===== config.mk =====
export PLATFORM = sky130hd
export DESIGN_NAME = spm_mult
export DESIGN_NICKNAME = d
export VERILOG_FILES = /design/src/sv/sparse_poly_multiply_assert.svh /design/src/sv/spm_pkg.sv /design/src/sv/spm_mult.sv
export SDC_FILE = /design/constraint.sdc
export NUM_CORES = 1
export LEC_CHECK = 0
export CAP_MARGIN = 20
export CORE_AREA = 2 2 137 139
export DETAILED_ROUTE_END_ITERATION = 8
export DIE_AREA = 0 0 139 141
export DONT_BUFFER_PORTS = 1
export PLACE_DENSITY_LB_ADDON = 0.08
export SETUP_SLACK_MARGIN = 0.5
export SYNTH_ARGS = -nofsm -noshare
export SYNTH_HDL_FRONTEND = slang
export SYNTH_SLANG_ARGS = --single-unit
export TNS_END_PERCENT = 30

===== constraint.sdc =====
create_clock -name clk -period 12.9 [get_ports clk]
set_input_delay 1.935 -clock clk [delete_from_list [all_inputs] [get_ports clk]]
set_output_delay 1.935 -clock clk [all_outputs]
set_load 0.1 [all_outputs]

===== src/sv/sparse_poly_multiply_assert.svh =====
// Assertion macros used by sparse_poly_multiply.
`ifndef SPARSE_POLY_MULTIPLY_ASSERT_SVH
`define SPARSE_POLY_MULTIPLY_ASSERT_SVH
// Implication checked on every clock edge outside reset.
`define SPM_ASSERT_IMP(lbl, ck, rn, ante, cons) \
    lbl: assert property (@(posedge ck) disable iff (!rn) (ante) |-> (cons)) \
        else $error("assertion failed");
// Implication whose consequent is checked in the next cycle.
`define SPM_ASSERT_NEXT(lbl, ck, rn, ante, cons) \
    lbl: assert property (@(posedge ck) disable iff (!rn) (ante) |=> (cons)) \
        else $error("assertion failed");
`endif


===== src/sv/spm_pkg.sv =====
// ----------------------------------------------------------------------------
// spm_pkg
// Shared constants of the sparse polynomial multiplier.
// ----------------------------------------------------------------------------
package spm_pkg;
    localparam int MaxTerms  = 8;
    localparam int ProdDepth = MaxTerms * MaxTerms;
    localparam int TIdxW     = $clog2(MaxTerms);
    localparam int TCntW     = $clog2(MaxTerms + 1);
    localparam int PIdxW     = $clog2(ProdDepth);
    localparam int PCntW     = $clog2(ProdDepth + 1);
    localparam int CoefW     = 16;
    localparam int ExponW    = 16;
    localparam int PCoefW    = 35;
    localparam int PExponW   = 17;
    // Running sums are kept wide enough that 64 merged extreme products
    // never wrap, so the test for a cancelled term is exact.
    localparam int SumW      = 38;
endpackage


===== src/sv/spm_mult.sv =====
// ----------------------------------------------------------------------------
// spm_mult
// Registered 16 x 16 signed multiply and exponent add for one term pair.
// ----------------------------------------------------------------------------
module spm_mult
(
    input  logic                                   clk,
    input  logic signed [spm_pkg::CoefW-1:0]       a_coef,
    input  logic        [spm_pkg::ExponW-1:0]      a_expon,
    input  logic signed [spm_pkg::CoefW-1:0]       b_coef,
    input  logic        [spm_pkg::ExponW-1:0]      b_expon,
    output logic signed [spm_pkg::PCoefW-1:0]      p_coef,
    output logic        [spm_pkg::PExponW-1:0]     p_expon
);
    logic signed [2*spm_pkg::CoefW-1:0] prod_next;

    assign prod_next = a_coef * b_coef;

    always_ff @(posedge clk)
    begin
        p_coef  <= spm_pkg::PCoefW'(prod_next);
        p_expon <= {1'b0, a_expon} + {1'b0, b_expon};
    end
endmodule


==> reports/results.txt <==
status - completed
final WL - 24200 um
# diodes - 0
endpoints failing setup - 0
Synth Area in Adders - 56.1%
maxcap violations - 0
commonest non-fill, non-tap cell in the layout - inv_1
Synth Net Count - 1671
critical path endpoint category - flop
largest family of logic cells by synthesized area - adder cells
gp weighted congestion - 0.892
FFs w/ async S/R, synth - 0%
die area - 19600 sq um
synthesized cell area - 11600 sq um
final instance area - 11900 sq um
multi-input combinational cell area - 9200 sq um
post-CTS setup buffers - 0
Register Area - 985 sq um
first-pass GRT wire length - 40100 um
Gate Count Post-Synth - 1245
predominant post-synthesis flop cell - dfxtp_1
number of DRC markers in iteration 0 - 382
Yosys top cell by area - fa_1
TritonCTS clock tree - yes
initial antenna violation count - 0
RSZ-0062 raised after global routing - false
hold depth - 1
most frequent cells in the layout - inv_1, fa_1, nand2_1, and2_1, ha_1
Root Driver - clkbuf_16
row cnt - 50
via-per-instance ratio - 5.37
Avg Cell Area, Syn - 9.29 sq um
largest net degree at the start of global routing - 19
Area after DPL - 11700 sq um
final hold vios - 0
Die Y-Extent - 141 um
Slew HR - 26.7%
Max Transition Viols Final - 0
Hold Startpoint - b_expon[0]
Remaining DRCs - 0
Final TNS setup - 0 ns
core area - 18300 sq um
Post-synth EDFFs - 0
Worst Hold Path EP - p_expon[0]$_DFF_P_
fin crit share - 54.9%
post-synth top area share - 45.5%
mux share of post-synthesis cell area - 0%
worst-margin pin slew - 1.11 ns
DP HPWL - 20400 um
clock slew at reported path FFs - 0.08 ns
P&R area growth vs syn - 2.62%
post-CTS sizing - 0
final core occ - 65.0%
Ports - 117
XOR/XNOR share of the synthesized area - 3.78%
WL/cell - 16.7 um
Global Route Usage Sum - 26.0%
Max Fanout on Critical Path - 16
number of global-route vias before repair - 8298
post-synthesis register bit count - 49
CTS buffer count - 5
data required time of the critical path - 13.14 ns
Worst EP arrival - 7.33 ns
synth warn - 0
share of the yosys chip area belonging to registers - 8.48%
Initial Util - 63.3%
compound-gate portion of the synthesized area - 5.82%
Post-Synth Simple-Gate Area - 13.8%
Period minus WS final - 7.08 ns
Vias - 7790
startpoint types - input port
GRT overflow - 0
Max Fclk - 141 MHz
Final ANT Viol Nets - 0
clk sinks - 49
worst setup path class - in -> reg
hold crit path type - in -> reg
ranking of synthesized cells by area - fa_1, inv_1, ha_1, dfxtp_1, and2_1
distinct cell type count of the synthesized netlist - 49
H-Tree Depth - 2
min setup slack post-route - 5.82 ns
# nets final - 1642
fillers - 1574
share of layout cells above drive strength 1 - 1.89%
# hold bufs at CTS - 0
1st-pass router iterations - 5
CTS Buffer Depth - 2
Post-Place Worst Slack - 5.45 ns
Die X - 139 um
I/O Buffers - 0
==> routing by layer <==
metal	vias to the layer above	track usage [%]	wire (um)
li1	3580	-	-
met1	3952	31.8	9190
met2	211	47.8	12900
met3	47	2.99	1210
met4	0	9.52	855
met5	-	0	0
==> cell families (layout without fill, tap and decap cells) <==
kind of cell,Yosys count,count (layout)
flops,49,49
simple gates,326,326
xor+xnor,50,50
fa+ha+maj,361,361
buf+inv,366,338
compound gates,93,93
==> state kept, by name, summed over array words and instances (netlist names) <==
| signal | flops |
|---|---|
| p_coef | 32 |
| p_expon | 17 |
==> synth_stat cells, types with 2 or more instances <==
cell,number
a31oi_1,2
nor3_1,9
a21o_1,7
a21oi_1,28
o21ai_1,6
nand4_1,3
xnor2_1,39
nor2b_1,4
nor2_1,33
clkbuf_1,31
and3_1,4
or3_1,2
o21bai_1,13
ha_1,98
fa_1,263
o41ai_2,3
nand2b_1,9
o21a_1,3
nand3_1,5
inv_1,330
o211ai_1,3
buf_4,3
and2_1,118
dfxtp_1,49
a211o_1,2
nand2_1,136
xor2_1,11
a211oi_1,2
o21ai_0,9
==> through the flow <==
step	cells	hold slack [ns]
4_1_cts	1451	1.74
3_3_place_gp	1443	2.06
3_5_place_dp	1443	2.06
5_1_grt	1451	1.75
2_1_floorplan	1245	2.06
6_report	1451	1.74
==> worst max-delay path by stage <==
stage / from / end / slack (ns) / cells after the start
floorplan: b_coef[1] / p_coef[31]$_DFF_P_ / 5.61 / 20
global placement: a_coef[15] / p_coef[31]$_DFF_P_ / 5.56 / 18
detailed placement: a_coef[15] / p_coef[30]$_DFF_P_ / 5.45 / 20
CTS: a_coef[15] / p_coef[30]$_DFF_P_ / 5.77 / 20
global route: a_coef[15] / p_coef[30]$_DFF_P_ / 5.48 / 21
finish: a_coef[15] / p_coef[30]$_DFF_P_ / 5.82 / 20
==> critical path: stages <==
cell	delay [ns]
and2_1	0.16
fa_1	0.64
fa_1	0.54
inv_1	0.05
fa_1	0.49
inv_1	0.06
fa_1	0.49
fa_1	0.52
inv_1	0.06
fa_1	0.47
inv_1	0.04
ha_1	0.33
a21oi_1	0.14
o21ai_1	0.09
a221oi_1	0.41
nor2_1	0.10
a221oi_2	0.26
o21ai_1	0.16
o41ai_2	0.24
xnor2_1	0.15
==> area by class of cell <==
| type | count | share of cell area, % |
|---|---|---|
| multi-input cells | 830 | 77.5 |
| inverters | 330 | 10.4 |
| flip-flops and latches | 49 | 8.29 |
| well taps | 234 | 2.47 |
| clock buffers | 5 | 1.05 |
| clock inverters | 3 | 0.242 |
Power is not shown: default switching activity piles up to over one toggle a cycle in this logic, so the estimate is an artifact.
